`config.mk`:
```
export PLATFORM = sky130hd
export DESIGN_NAME = spi_short_long_register_access_master
export DESIGN_NICKNAME = d
export VERILOG_FILES = /design/src/sv/sslra_pkg.sv /design/src/sv/sslra_front.sv /design/src/sv/sslra_fifo.sv /design/src/sv/sslra_back.sv /design/src/sv/spi_short_long_register_access_master.sv
export SDC_FILE = /design/constraint.sdc
export NUM_CORES = 1
export LEC_CHECK = 0
export ABC_AREA = 1
export ABC_CLOCK_PERIOD_IN_PS = 6980
export BUFFER_PORTS_ARGS = -buffer_cell sky130_fd_sc_hd__buf_2
export CORE_MARGIN = 5
export CORE_UTILIZATION = 50
export CTS_CLUSTER_SIZE = 14
export DETAILED_ROUTE_END_ITERATION = 10
export MAX_ROUTING_LAYER = met4
export PLACE_DENSITY = 0.69
export SLEW_MARGIN = 20
export SYNTH_ARGS = -nofsm -noshare
export SYNTH_HDL_FRONTEND = slang
export SYNTH_SLANG_ARGS = --single-unit
```
`constraint.sdc`:
```
create_clock -name clk -period 6.98 [get_ports clk]
set_clock_uncertainty 0.1 [all_clocks]
set_input_delay 1.047 -clock clk [delete_from_list [all_inputs] [get_ports clk]]
set_output_delay 1.047 -clock clk [all_outputs]
set_load 0.01 [all_outputs]
```
`src/sv/sslra_pkg.sv`:
```
// ----------------------------------------------------------------------------
// sslra_pkg
// Types and constants shared by the SPI register access master
// ----------------------------------------------------------------------------
package sslra_pkg;

    // request kinds
    localparam logic KIND_START = 1'b0;
    localparam logic KIND_TICK  = 1'b1;

    // access codes
    typedef enum logic [1:0] {
        ACC_SHORT_RD = 2'd0,
        ACC_SHORT_WR = 2'd1,
        ACC_LONG_RD  = 2'd2,
        ACC_LONG_WR  = 2'd3
    } access_t;

    // frame geometry
    localparam int FRAME_BITS = 24;
    localparam int COUNT_W    = 5;
    localparam int DATA_BITS  = 8;
    localparam int ADDR_BITS  = 10;
    localparam logic [COUNT_W-1:0] SHORT_FRAME_LEN = 5'd16;
    localparam logic [COUNT_W-1:0] LONG_FRAME_LEN  = 5'd24;

    // default depth of the command queue
    localparam int QUEUE_DEPTH = 2;

    // classified command handed from front to back
    typedef struct packed {
        logic                  is_start;
        logic [FRAME_BITS-1:0] frame;
        logic [COUNT_W-1:0]    bits;
        logic                  is_read;
        logic                  miso;
    } cmd_t;

endpackage

```
`src/sv/sslra_front.sv`:
```
// ----------------------------------------------------------------------------
// sslra_front
// Classifies incoming requests and builds the serial frame for starts
// ----------------------------------------------------------------------------
module sslra_front
(
    input  logic                                   kind,
    input  logic [1:0]                             access,
    input  logic [sslra_pkg::ADDR_BITS-1:0]        address,
    input  logic [sslra_pkg::DATA_BITS-1:0]        write_data,
    input  logic                                   miso,
    output sslra_pkg::cmd_t                        cmd
);

    sslra_pkg::access_t                acc;
    logic                              rw;
    logic                              is_long;
    logic [sslra_pkg::DATA_BITS-1:0]   data;

    // decode access kind
    always_comb
    begin
        acc     = sslra_pkg::access_t'(access);
        rw      = acc inside {sslra_pkg::ACC_SHORT_WR, sslra_pkg::ACC_LONG_WR};
        is_long = acc inside {sslra_pkg::ACC_LONG_RD, sslra_pkg::ACC_LONG_WR};
        data    = rw ? write_data : '0;
    end

    // frame assembly, msb first
    always_comb
    begin
        cmd.is_start = (kind == sslra_pkg::KIND_START);
        cmd.miso     = miso;
        cmd.is_read  = !rw;
        if (is_long)
        begin
            cmd.frame = {1'b1, address, rw, {4{rw}}, data};
            cmd.bits  = sslra_pkg::LONG_FRAME_LEN;
        end
        else
        begin
            cmd.frame = {1'b0, address[5:0], rw, data, 8'h00};
            cmd.bits  = sslra_pkg::SHORT_FRAME_LEN;
        end
    end

endmodule

```
`src/sv/sslra_fifo.sv`:
```
// ----------------------------------------------------------------------------
// sslra_fifo
// Short command queue between the front and back parts
// ----------------------------------------------------------------------------
module sslra_fifo
#(
    parameter int DEPTH = sslra_pkg::QUEUE_DEPTH
)
(
    input  logic            clk,
    input  logic            rst_n,
    input  logic            push,
    input  sslra_pkg::cmd_t push_cmd,
    input  logic            pop,
    output sslra_pkg::cmd_t head_cmd,
    output logic            empty,
    output logic            full
);

    localparam int PTR_W = (DEPTH > 1) ? $clog2(DEPTH) : 1;
    localparam int CNT_W = $clog2(DEPTH + 1);
    localparam logic [PTR_W-1:0] LAST_PTR = PTR_W'(DEPTH - 1);
    localparam logic [CNT_W-1:0] FULL_CNT = CNT_W'(DEPTH);

    sslra_pkg::cmd_t   entry_reg [DEPTH];
    logic [PTR_W-1:0]  wr_ptr_reg, wr_ptr_next;
    logic [PTR_W-1:0]  rd_ptr_reg, rd_ptr_next;
    logic [CNT_W-1:0]  count_reg, count_next;

    assign empty    = (count_reg == '0);
    assign full     = (count_reg == FULL_CNT);
    assign head_cmd = entry_reg[rd_ptr_reg];

    // pointer and count update
    always_comb
    begin
        wr_ptr_next = wr_ptr_reg;
        rd_ptr_next = rd_ptr_reg;
        count_next  = count_reg;
        if (push)
        begin
            wr_ptr_next = (wr_ptr_reg == LAST_PTR) ? '0 : wr_ptr_reg + 1'b1;
        end
        if (pop)
        begin
            rd_ptr_next = (rd_ptr_reg == LAST_PTR) ? '0 : rd_ptr_reg + 1'b1;
        end
        if (push && !pop)
        begin
            count_next = count_reg + 1'b1;
        end
        else if (pop && !push)
        begin
            count_next = count_reg - 1'b1;
        end
    end

    always_ff @(posedge clk or negedge rst_n)
    begin
        if (!rst_n)
        begin
            wr_ptr_reg <= '0;
            rd_ptr_reg <= '0;
            count_reg  <= '0;
        end
        else
        begin
            wr_ptr_reg <= wr_ptr_next;
            rd_ptr_reg <= rd_ptr_next;
            count_reg  <= count_next;
        end
    end

    // entry storage
    always_ff @(posedge clk)
    begin
        if (push)
        begin
            entry_reg[wr_ptr_reg] <= push_cmd;
        end
    end

endmodule

```
`src/sv/sslra_back.sv`:
```
// ----------------------------------------------------------------------------
// sslra_back
// Runs the shift engine on queued commands and holds the result register
// ----------------------------------------------------------------------------
module sslra_back
(
    input  logic                              clk,
    input  logic                              rst_n,
    input  sslra_pkg::cmd_t                   head_cmd,
    input  logic                              empty,
    output logic                              pop,
    output logic                              out_valid,
    input  logic                              out_stall,
    output logic                              chip_select_n,
    output logic                              clock_pulse,
    output logic                              mosi,
    output logic                              done_res,
    output logic [sslra_pkg::DATA_BITS-1:0]   read_data,
    output logic                              rejected
);

    localparam int FW = sslra_pkg::FRAME_BITS;
    localparam int DW = sslra_pkg::DATA_BITS;
    localparam int CW = sslra_pkg::COUNT_W;
    localparam logic [CW-1:0] DATA_LEN = CW'(DW);

    logic [FW-1:0] frame_shift_reg, frame_shift_next;
    logic [CW-1:0] bits_left_reg, bits_left_next;
    logic          busy_reg, busy_next;
    logic          is_read_reg, is_read_next;
    logic [DW-1:0] read_shift_reg, read_shift_next;
    logic          out_valid_reg, out_valid_next;

    logic          csn_reg, csn_next;
    logic          pulse_reg, pulse_next;
    logic          mosi_reg, mosi_next;
    logic          done_reg, done_next;
    logic [DW-1:0] rdata_reg, rdata_next;
    logic          rej_reg, rej_next;

    // take the next command when the result register is free
    assign pop       = !empty && (!out_valid_reg || !out_stall);
    assign out_valid = out_valid_reg;

    // shift engine and result formation
    always_comb
    begin
        frame_shift_next = frame_shift_reg;
        bits_left_next   = bits_left_reg;
        busy_next        = busy_reg;
        is_read_next     = is_read_reg;
        read_shift_next  = read_shift_reg;
        csn_next         = 1'b1;
        pulse_next       = 1'b0;
        mosi_next        = 1'b0;
        done_next        = 1'b0;
        rdata_next       = '0;
        rej_next         = 1'b0;
        if (head_cmd.is_start)
        begin
            csn_next = 1'b0;
            if (busy_reg)
            begin
                rej_next = 1'b1;
            end
            else
            begin
                frame_shift_next = head_cmd.frame;
                bits_left_next   = head_cmd.bits;
                busy_next        = 1'b1;
                is_read_next     = head_cmd.is_read;
                read_shift_next  = '0;
            end
        end
        else if (busy_reg)
        begin
            csn_next         = 1'b0;
            pulse_next       = 1'b1;
            mosi_next        = frame_shift_reg[FW-1];
            frame_shift_next = {frame_shift_reg[FW-2:0], 1'b0};
            if (is_read_reg && (bits_left_reg <= DATA_LEN))
            begin
                read_shift_next = {read_shift_reg[DW-2:0], head_cmd.miso};
            end
            bits_left_next = bits_left_reg - 1'b1;
            if (bits_left_next == '0)
            begin
                done_next = 1'b1;
                busy_next = 1'b0;
                if (is_read_reg)
                begin
                    rdata_next = read_shift_next;
                end
            end
        end
    end

    // result register valid
    always_comb
    begin
        if (pop)
        begin
            out_valid_next = 1'b1;
        end
        else if (out_stall)
        begin
            out_valid_next = out_valid_reg;
        end
        else
        begin
            out_valid_next = 1'b0;
        end
    end

    // engine state
    always_ff @(posedge clk or negedge rst_n)
    begin
        if (!rst_n)
        begin
            frame_shift_reg <= '0;
            bits_left_reg   <= '0;
            busy_reg        <= 1'b0;
            is_read_reg     <= 1'b0;
            read_shift_reg  <= '0;
            out_valid_reg   <= 1'b0;
        end
        else
        begin
            out_valid_reg <= out_valid_next;
            if (pop)
            begin
                frame_shift_reg <= frame_shift_next;
                bits_left_reg   <= bits_left_next;
                busy_reg        <= busy_next;
                is_read_reg     <= is_read_next;
                read_shift_reg  <= read_shift_next;
            end
        end
    end

    // result payload
    always_ff @(posedge clk)
    begin
        if (pop)
        begin
            csn_reg   <= csn_next;
            pulse_reg <= pulse_next;
            mosi_reg  <= mosi_next;
            done_reg  <= done_next;
            rdata_reg <= rdata_next;
            rej_reg   <= rej_next;
        end
    end

    assign chip_select_n = csn_reg;
    assign clock_pulse   = pulse_reg;
    assign mosi          = mosi_reg;
    assign done_res      = done_reg;
    assign read_data     = rdata_reg;
    assign rejected      = rej_reg;

endmodule

```
`src/sv/spi_short_long_register_access_master.sv`:
```
// ----------------------------------------------------------------------------
// spi_short_long_register_access_master
// SPI master for short and long register accesses: a start request loads a
// frame, each tick request shifts one bit out on mosi and samples miso
// ----------------------------------------------------------------------------
//  channel   handshake              payload
//  in        in_valid / in_stall    kind, access, address, write_data, miso
//  out       out_valid / out_stall  chip_select_n, clock_pulse, mosi,
//                                   done_res, read_data, rejected
//
//  one request per cycle sustained while out_stall is low; each result
//  passes the command queue, then the result register, to the out port
//  the rate is set by the shift step in the back part
//  after reset the block is idle and accepts requests at once
//  out_stall holds the result register; in_stall rises once the queue is full
// ----------------------------------------------------------------------------
module spi_short_long_register_access_master
#(
    parameter int QUEUE_DEPTH = sslra_pkg::QUEUE_DEPTH
)
(
    input  logic                              clk,
    input  logic                              rst_n,
    input  logic                              in_valid,
    output logic                              in_stall,
    input  logic                              kind,
    input  logic [1:0]                        access,
    input  logic [sslra_pkg::ADDR_BITS-1:0]   address,
    input  logic [sslra_pkg::DATA_BITS-1:0]   write_data,
    input  logic                              miso,
    output logic                              out_valid,
    input  logic                              out_stall,
    output logic                              chip_select_n,
    output logic                              clock_pulse,
    output logic                              mosi,
    output logic                              done_res,
    output logic [sslra_pkg::DATA_BITS-1:0]   read_data,
    output logic                              rejected
);

    sslra_pkg::cmd_t in_cmd;
    sslra_pkg::cmd_t head_cmd;
    logic            q_empty;
    logic            q_full;
    logic            q_pop;

    // request classification
    sslra_front u_front
    (
        .kind       (kind),
        .access     (access),
        .address    (address),
        .write_data (write_data),
        .miso       (miso),
        .cmd        (in_cmd)
    );

    // command queue
    sslra_fifo #(.DEPTH(QUEUE_DEPTH)) u_fifo
    (
        .clk      (clk),
        .rst_n    (rst_n),
        .push     (in_valid && !q_full),
        .push_cmd (in_cmd),
        .pop      (q_pop),
        .head_cmd (head_cmd),
        .empty    (q_empty),
        .full     (q_full)
    );

    assign in_stall = q_full;

    // shift engine and result register
    sslra_back u_back
    (
        .clk           (clk),
        .rst_n         (rst_n),
        .head_cmd      (head_cmd),
        .empty         (q_empty),
        .pop           (q_pop),
        .out_valid     (out_valid),
        .out_stall     (out_stall),
        .chip_select_n (chip_select_n),
        .clock_pulse   (clock_pulse),
        .mosi          (mosi),
        .done_res      (done_res),
        .read_data     (read_data),
        .rejected      (rejected)
    );

endmodule

```
==> metrics.txt, run 1 <==
# TYPE chip_impl_metric gauge
chip_impl_metric{name="hpwl",unit="mm"} 5.77
chip_impl_metric{name="starting_density_of_the_core",unit=""} 0.518
chip_impl_info{name="master_cell_of_the_clock_root_buffer",value="clkbuf_8"} 1
chip_impl_metric{name="ff_latch_count_synth",unit=""} 111
chip_impl_metric{name="cts_buffer_depth",unit=""} 2
chip_impl_metric{name="route.detailed.drc",unit=""} 0
chip_impl_metric{name="hold_buffers",unit=""} 0
chip_impl_info{name="synth_largest_area_cell",value="edfxtp_1"} 1
chip_impl_metric{name="cts-resized-gates",unit=""} 0
chip_impl_metric{name="port_buffers",unit=""} 40
chip_impl_metric{name="synth-async-reset-ratio",unit=""} 0.396
chip_impl_metric{name="floorplan.die_area",unit="um^2"} 11700
chip_impl_metric{name="peak_supply_drop",unit="mV"} 0.156
chip_impl_metric{name="cts.clk_slew.worst_paths",unit="ns"} 0.10
chip_impl_info{name="setup.worst_path.end_class",value="flop"} 1
chip_impl_metric{name="final.hold.worst_slack",unit="ns"} 0.405
chip_impl_metric{name="synth_seq_area_share",unit=""} 0.644
chip_impl_metric{name="max_cap_viol_count",unit=""} 0
chip_impl_metric{name="setup-violations-final",unit=""} 0
chip_impl_metric{name="grt_util_all_layers",unit=""} 0.162
chip_impl_info{name="yosys.cell_count.top_type",value="nand2_1"} 1
chip_impl_info{name="min_path_type",value="flop to flop"} 1
chip_impl_metric{name="finalCriticalPeriod",unit="ns"} 4.01
chip_impl_metric{name="clkSinkCount",unit=""} 111
chip_impl_metric{name="fillers",unit=""} 774
chip_impl_metric{name="synthesis.area",unit="um^2"} 4830
chip_impl_metric{name="areaGrowthSynthToFinish",unit="%"} 9.53
chip_impl_metric{name="setup-tns-final",unit="ns"} 0
chip_impl_metric{name="routed_wirelength",unit="mm"} 8.37
chip_impl_info{name="tritoncts",value="yes"} 1
chip_impl_metric{name="count_of_flip_flops_with_a_built_in_enable_after_synthesis",unit=""} 67
chip_impl_metric{name="cp_data_arrival_time",unit="ns"} 4.16
chip_impl_info{name="run_status",value="completed"} 1
chip_impl_metric{name="final_hold_viol_count",unit=""} 0
chip_impl_metric{name="warnings_from_yosys",unit=""} 0
chip_impl_metric{name="worst_margin_pin_slew",unit="ns"} 0.917
chip_impl_metric{name="vias_per_cell",unit=""} 4.96
chip_impl_metric{name="p_leak",unit="nW"} 2.33
chip_impl_info{name="netlist_top_cells_count",value="nand2_1, edfxtp_1, nor2_1"} 1
chip_impl_metric{name="grt_start_max_net_pins",unit=""} 45
chip_impl_metric{name="synth.top_cell.area_share",unit=""} 0.416
chip_impl_metric{name="worst_skew_pair.late_latency",unit="ns"} 0.37
chip_impl_metric{name="htree_num_levels",unit=""} 3
chip_impl_metric{name="boundaryPins",unit=""} 41
chip_impl_metric{name="row_count",unit=""} 35
chip_impl_metric{name="grt_overflow_total",unit=""} 0
chip_impl_metric{name="stdcell_count",unit=""} 624
chip_impl_metric{name="timing.critical_path.required",unit="ns"} 7.13
chip_impl_metric{name="cts_setup_buffers",unit=""} 0
chip_impl_metric{name="post_synth.cell_area_avg",unit="um^2"} 10.6
chip_impl_metric{name="first_global_vias",unit=""} 3049
chip_impl_metric{name="synth_cell_type_count",unit=""} 35
chip_impl_info{name="path_class",value="flop to flop"} 1
chip_impl_metric{name="diodes",unit=""} 0
chip_impl_metric{name="period_share",unit=""} 0.574
chip_impl_metric{name="drive_gt1_frac",unit=""} 0.164
chip_impl_info{name="post_synth_main_area_contributors",value="edfxtp_1, dfrtp_1, nand2_1"} 1
chip_impl_metric{name="largest_register_ffs",unit=""} 54
chip_impl_metric{name="synth.net_count",unit=""} 488
chip_impl_metric{name="grt_first_pass_wirelength",unit="mm"} 14.4
chip_impl_metric{name="via_count",unit=""} 3092
chip_impl_metric{name="chipWidth",unit="um"} 108
chip_impl_metric{name="achievable-frequency",unit="MHz"} 249
chip_impl_metric{name="r2r_slack",unit="ns"} 2.97
chip_impl_metric{name="first_iter_violations",unit=""} 173
chip_impl_metric{name="first_pass_iters",unit=""} 4
chip_impl_metric{name="finish.net_count",unit=""} 522
chip_impl_metric{name="final_util",unit=""} 0.568
chip_impl_info{name="ys_dominant_reg_cell",value="edfxtp_1"} 1
chip_impl_metric{name="antenna_left",unit=""} 0
chip_impl_metric{name="top_fanout_value_on_the_critical_path",unit=""} 29
chip_impl_metric{name="total_power",unit="mW"} 2.36
chip_impl_metric{name="postSynthCellCount",unit=""} 456
chip_impl_metric{name="cts_made_buffers",unit=""} 9
chip_impl_metric{name="coreArea",unit="um^2"} 9330
chip_impl_metric{name="power.density_cell_area",unit="nW/um^2"} 445
chip_impl_metric{name="detail_route.wl_per_cell",unit="um"} 13.4
chip_impl_metric{name="dpl.cell_count",unit=""} 608
chip_impl_metric{name="die_height",unit="um"} 108
chip_impl_metric{name="final-max-slew-violation-count",unit=""} 0
chip_impl_info{name="setup.worst_path.start_class",value="flop"} 1
chip_impl_metric{name="worst_slew_margin_rel",unit=""} 0.389
chip_impl_metric{name="globalplace.congestion",unit=""} 0.776
chip_impl_info{name="unrepaired_setup_endpoints_after_global_routing",value="false"} 1
chip_impl_metric{name="initial_antenna_violation_count",unit=""} 0
-- layer usage --
| layer | part of all wire | vias to the layer above | GRT usage |
|---|---|---|---|
| li1 | - | 1567 | - |
| met1 | 0.47 | 1447 | 0.221 |
| met2 | 0.47 | 70 | 0.248 |
| met3 | 0.043 | 8 | 0.0322 |
| met4 | 0.013 | 0 | 0.0496 |
| met5 | 0 | - | - |
-- placed cells by master (no fill, tap or decap), types with 10 or more instances in the layout --
master	n
dfrtp_1	44
o22ai_1	15
o21ai_0	17
nand2_1	130
buf_2	39
edfxtp_1	67
nand3_1	11
inv_1	38
nor2_1	57
clkbuf_8	10
-- final cells by class --
cell class,count,area [um^2],share of cell area
clock inverter,3,47.5,0.00898
sequential,111,3110,0.588
tap,129,161,0.0305
timing repair buffer,42,218,0.0411
inverter,42,160,0.0303
clock buffer,13,174,0.0329
multi-input combinational,284,1420,0.268
-- critical path, cell delays in order, from the launching register on --
cell and delay [ns]:
dfrtp_1 0.95, inv_4 0.27, nand2_1 0.12, nand2_1 0.48, inv_2 0.33, ha_1 0.30
nor2_4 0.72, inv_2 0.34, nand2_1 0.16, o211ai_2 0.09
-- through the flow --
stage | setup slack [ns] | cell area, um^2
6_report | 2.97 | 5290
3_3_place_gp | 3.17 | 5070
2_1_floorplan | 4.11 | 4830
5_1_grt | 2.63 | 5290
3_5_place_dp | 2.99 | 5070
4_1_cts | 3.01 | 5290
-- power breakdown --
group | switching, mW | total (mW) | internal [mW]
logic | 0.570 | 0.860 | 0.291
registers | 0.134 | 1.09 | 0.958
clock network | 0.202 | 0.406 | 0.204
-- worst paths after layout --
kind,from,endpoint,depth (start not counted)
min in group asynchronous,rst_n,u_back.out_valid,1
min,u_back.frame_shift_reg[4],u_back.frame_shift_reg[4],2
max in group asynchronous,rst_n,u_back.frame_shift_reg[21],1
max,u_fifo.rd_ptr_reg,u_back.bits_left_reg[3],9
min reg2reg,u_back.frame_shift_reg[4],u_back.frame_shift_reg[4],2
max reg2reg,u_fifo.rd_ptr_reg,u_back.bits_left_reg[3],9
-- kinds of logic after synthesis --
group                      count (synthesis)  share of synthesized area
AOI/OAI and AO/OA                         64                     0.0896
DFF                                      111                      0.644
adders and majority gates                  6                     0.0155
xor gates and xnor gates                   3                    0.00544
buffers and inverters                     61                     0.0632
muxes                                      1                    0.00207
and+or+nand+nor                          210                      0.180
(Power assumes the default switching activity.)
==> run 2, diff against run 1 <==
--- a/config.mk
+++ b/config.mk
@@ -5,8 +5,8 @@
 export SDC_FILE = /design/constraint.sdc
 export NUM_CORES = 1
 export LEC_CHECK = 0
-export ABC_AREA = 1
-export ABC_CLOCK_PERIOD_IN_PS = 6980
+export ABC_AREA = 0
+export ABC_CLOCK_PERIOD_IN_PS = 3950
 export BUFFER_PORTS_ARGS = -buffer_cell sky130_fd_sc_hd__buf_2
 export CORE_MARGIN = 5
 export CORE_UTILIZATION = 50
==> constraint.sdc (replaced) <==
create_clock -name clk -period 3.95 [get_ports clk]
set_clock_uncertainty 0.1 [all_clocks]
set_input_delay 0.5925 -clock clk [delete_from_list [all_inputs] [get_ports clk]]
set_output_delay 0.5925 -clock clk [all_outputs]
set_load 0.01 [all_outputs]
==> run 2 against run 1 <==
Sequential power rose by 61%. Hold slack got worse by 0.29 ns. Utilization fell by 0.21 points. Maximum frequency rose by 77%. Wire length fell by 7.3%. Sequential share of layout area rose by 0.77 points. Power rose by 51%. First-iteration DRC count fell by 34%. Global-route usage fell by 1.4 points. Clock power rose by 69%. Synthesized cell count fell by 19%.
==> metrics.txt, run 2 <==
# TYPE chip_impl_metric gauge
chip_impl_metric{name="initial_antenna_violation_count",unit=""} 0
chip_impl_metric{name="cts-resized-gates",unit=""} 0
chip_impl_metric{name="layout.cell_area.non_filler",unit="um^2"} 5230
chip_impl_metric{name="grt_start_max_net_pins",unit=""} 55
chip_impl_metric{name="floorplan.die_area",unit="um^2"} 11500
chip_impl_metric{name="port_buffers",unit=""} 40
chip_impl_metric{name="cts_buffer_depth",unit=""} 2
chip_impl_metric{name="postSynthCellCount",unit=""} 371
chip_impl_metric{name="synth.top_cell.area_share",unit=""} 0.426
chip_impl_metric{name="dpl.cell_count",unit=""} 524
chip_impl_metric{name="coreArea",unit="um^2"} 9240
chip_impl_metric{name="synth_cell_type_count",unit=""} 36
chip_impl_metric{name="max_cap_viol_count",unit=""} 0
chip_impl_metric{name="peak_supply_drop",unit="mV"} 0.321
chip_impl_metric{name="power.density_cell_area",unit="nW/um^2"} 682
chip_impl_info{name="yosys.cell_count.top_type",value="edfxtp_1"} 1
chip_impl_metric{name="boundaryPins",unit=""} 41
chip_impl_info{name="worst_reg2reg_path_startpoint",value="u_fifo.rd_ptr_reg"} 1
chip_impl_metric{name="grt_first_pass_wirelength",unit="mm"} 13.1
chip_impl_info{name="post_synth_main_area_contributors",value="edfxtp_1, dfrtp_1, mux2i_1"} 1
chip_impl_metric{name="first_pass_iters",unit=""} 6
chip_impl_metric{name="final-max-slew-violation-count",unit=""} 0
chip_impl_metric{name="chipWidth",unit="um"} 107
chip_impl_metric{name="post_synth.cell_area_avg",unit="um^2"} 12.7
chip_impl_metric{name="row_count",unit=""} 35
chip_impl_metric{name="stdcell_count",unit=""} 540
chip_impl_metric{name="clkSinkCount",unit=""} 111
chip_impl_metric{name="synth_seq_area_share",unit=""} 0.660
chip_impl_metric{name="count_of_flip_flops_with_a_built_in_enable_after_synthesis",unit=""} 67
chip_impl_info{name="layout_common_cells",value="edfxtp_1, nor2_1, dfrtp_1, buf_2, mux2i_1"} 1
chip_impl_metric{name="areaGrowthSynthToFinish",unit="%"} 10.7
chip_impl_metric{name="cts_made_buffers",unit=""} 9
chip_impl_metric{name="first_iter_violations",unit=""} 114
chip_impl_metric{name="period_share",unit=""} 0.572
chip_impl_metric{name="globalplace.congestion",unit=""} 0.769
chip_impl_metric{name="grt_overflow_total",unit=""} 0
chip_impl_metric{name="worst_margin_pin_slew",unit="ns"} 0.823
chip_impl_metric{name="grt_util_all_layers",unit=""} 0.148
chip_impl_metric{name="final_hold_viol_count",unit=""} 0
chip_impl_metric{name="hpwl",unit="mm"} 4.99
chip_impl_info{name="ys_dominant_reg_cell",value="edfxtp_1"} 1
chip_impl_metric{name="finish.net_count",unit=""} 438
chip_impl_metric{name="critPathMaxStageDelay",unit="ns"} 0.45
chip_impl_info{name="master_cell_of_the_clock_root_buffer",value="clkbuf_8"} 1
chip_impl_metric{name="routed_wirelength",unit="mm"} 7.76
chip_impl_info{name="regToRegEndpoint",value="u_back.read_data[3]"} 1
chip_impl_metric{name="die_height",unit="um"} 107
chip_impl_metric{name="top_fanout_value_on_the_critical_path",unit=""} 51
chip_impl_metric{name="reg2reg_depth",unit=""} 6
chip_impl_metric{name="detail_route.wl_per_cell",unit="um"} 14.4
chip_impl_metric{name="r2r_slack",unit="ns"} 1.69
chip_impl_metric{name="regArea",unit="um^2"} 3110
chip_impl_info{name="layout.cells.most_common",value="edfxtp_1"} 1
chip_impl_metric{name="htree_num_levels",unit=""} 3
chip_impl_metric{name="worst_skew_pair.late_latency",unit="ns"} 0.36
chip_impl_metric{name="hold_buffers",unit=""} 0
chip_impl_metric{name="total_power",unit="mW"} 3.56
chip_impl_metric{name="largest_register_ffs",unit=""} 54
chip_impl_metric{name="antenna_left",unit=""} 0
chip_impl_metric{name="cts.clk_slew.worst_paths",unit="ns"} 0.10
chip_impl_metric{name="finalCriticalPeriod",unit="ns"} 2.26
chip_impl_metric{name="synth-async-reset-ratio",unit=""} 0.396
chip_impl_metric{name="achievable-frequency",unit="MHz"} 442
chip_impl_metric{name="worst_slew_margin_rel",unit=""} 0.450
chip_impl_metric{name="warnings_from_yosys",unit=""} 0
chip_impl_metric{name="timing.critical_path.buf_inv",unit=""} 2
chip_impl_info{name="unrepaired_setup_endpoints_after_global_routing",value="false"} 1
chip_impl_metric{name="synthesis.area",unit="um^2"} 4720
chip_impl_info{name="critPathSlowestCell",value="buf_4"} 1
chip_impl_info{name="path_class",value="flop to flop"} 1
chip_impl_metric{name="setup-violations-final",unit=""} 0
chip_impl_info{name="run_status",value="completed"} 1
chip_impl_info{name="crit_chain",value="mux2i_4 > buf_4 > inv_2 > nor2_2 > nand4_1 > nor2_1"} 1
chip_impl_metric{name="final_util",unit=""} 0.565
chip_impl_metric{name="multi_input_comb_area",unit="um^2"} 1480
chip_impl_info{name="synth_largest_area_cell",value="edfxtp_1"} 1
chip_impl_metric{name="placement.cell_area",unit="um^2"} 5020
chip_impl_metric{name="route.detailed.drc",unit=""} 0
chip_impl_info{name="tritoncts",value="yes"} 1
chip_impl_metric{name="timing.critical_path.required",unit="ns"} 4.05
chip_impl_metric{name="ff_latch_count_synth",unit=""} 111
chip_impl_info{name="setup.worst_path.end_class",value="flop"} 1
chip_impl_metric{name="drive_gt1_frac",unit=""} 0.175
chip_impl_info{name="min_path_type",value="primary input to async pin"} 1
chip_impl_metric{name="vias_per_cell",unit=""} 5.18
chip_impl_metric{name="starting_density_of_the_core",unit=""} 0.511
chip_impl_metric{name="setup-tns-final",unit="ns"} 0
chip_impl_info{name="setup.worst_path.start_class",value="flop"} 1
chip_impl_info{name="cpLargestDelayFamily",value="buffers and inverters"} 1
chip_impl_metric{name="cts_setup_buffers",unit=""} 0
chip_impl_metric{name="synth.net_count",unit=""} 403
chip_impl_metric{name="cp_data_arrival_time",unit="ns"} 2.36
chip_impl_metric{name="diodes",unit=""} 0
chip_impl_metric{name="via_count",unit=""} 2799
chip_impl_metric{name="first_global_vias",unit=""} 2737
chip_impl_metric{name="p_leak",unit="nW"} 2.16
chip_impl_info{name="netlist_top_cells_count",value="edfxtp_1, nor2_1, dfrtp_1"} 1
chip_impl_metric{name="fillers",unit=""} 773
[run 2: worst max-delay path by stage]
stage / from / endpoint / slack (ns) / depth (start not counted)
finish: u_fifo.rd_ptr_reg / u_back.read_data[3] / 1.69 / 6
global route: u_fifo.rd_ptr_reg / u_back.read_data[0] / 1.49 / 6
CTS: u_fifo.rd_ptr_reg / u_back.read_data[3] / 1.66 / 6
detailed placement: out_stall / u_back.bits_left_reg[2] / 1.65 / 7
global placement: out_stall / u_back.bits_left_reg[0] / 1.69 / 6
floorplan: in_valid / u_fifo.entry_reg[0][0] / 1.61 / 2
[run 2: cell type report]
class                      instances  area share
sequential                       111       0.596
multi-input combinational        230       0.283
clock inverter                     3     0.00766
timing repair buffer              45      0.0460
tap                              129      0.0309
inverter                           9     0.00647
clock buffer                      13      0.0307
[run 2: logic make-up (layout without fill, tap and decap cells)]
kind of cell,after synthesis,in the layout,share of synthesized area
flops,111,111,0.660
simple gates,102,102,0.0931
compound gates,73,73,0.0954
mux,42,42,0.0939
buf+inv,30,70,0.0292
xor+xnor,7,7,0.0130
fa+ha+maj,6,6,0.0159
[run 2: where the power goes]
group          switching (mW)  internal [mW]  total (mW)
Clock                   0.355          0.331       0.687
Combinational           0.683          0.427        1.11
Sequential              0.154           1.61        1.76
Total                    1.19           2.37        3.56
[run 2: stage by stage]
| stage | setup WS, ns | hold slack (ns) |
|---|---|---|
| floorplan | 1.61 | 0.197 |
| global placement | 1.69 | 0.362 |
| detailed placement | 1.65 | 0.369 |
| CTS | 1.66 | 0.304 |
| global route | 1.49 | 0.162 |
| finish | 1.69 | 0.114 |
[run 2: metal layers]
layer  wire length (um)  vias to the layer above  global-route usage
met5                  0                        -                   -
met4                 72                        0              0.0648
met3                313                        6              0.0247
met2               3650                       61               0.228
met1               3730                     1339               0.195
li1                   -                     1393                   -
[run 2: worst register-to-register path, stage by stage (launching register included)]
cell and delay, ns:
dfrtp_1 0.42, mux2i_4 0.25, buf_4 0.45, inv_2 0.23, nor2_2 0.17, nand4_1 0.29, nor2_1 0.20
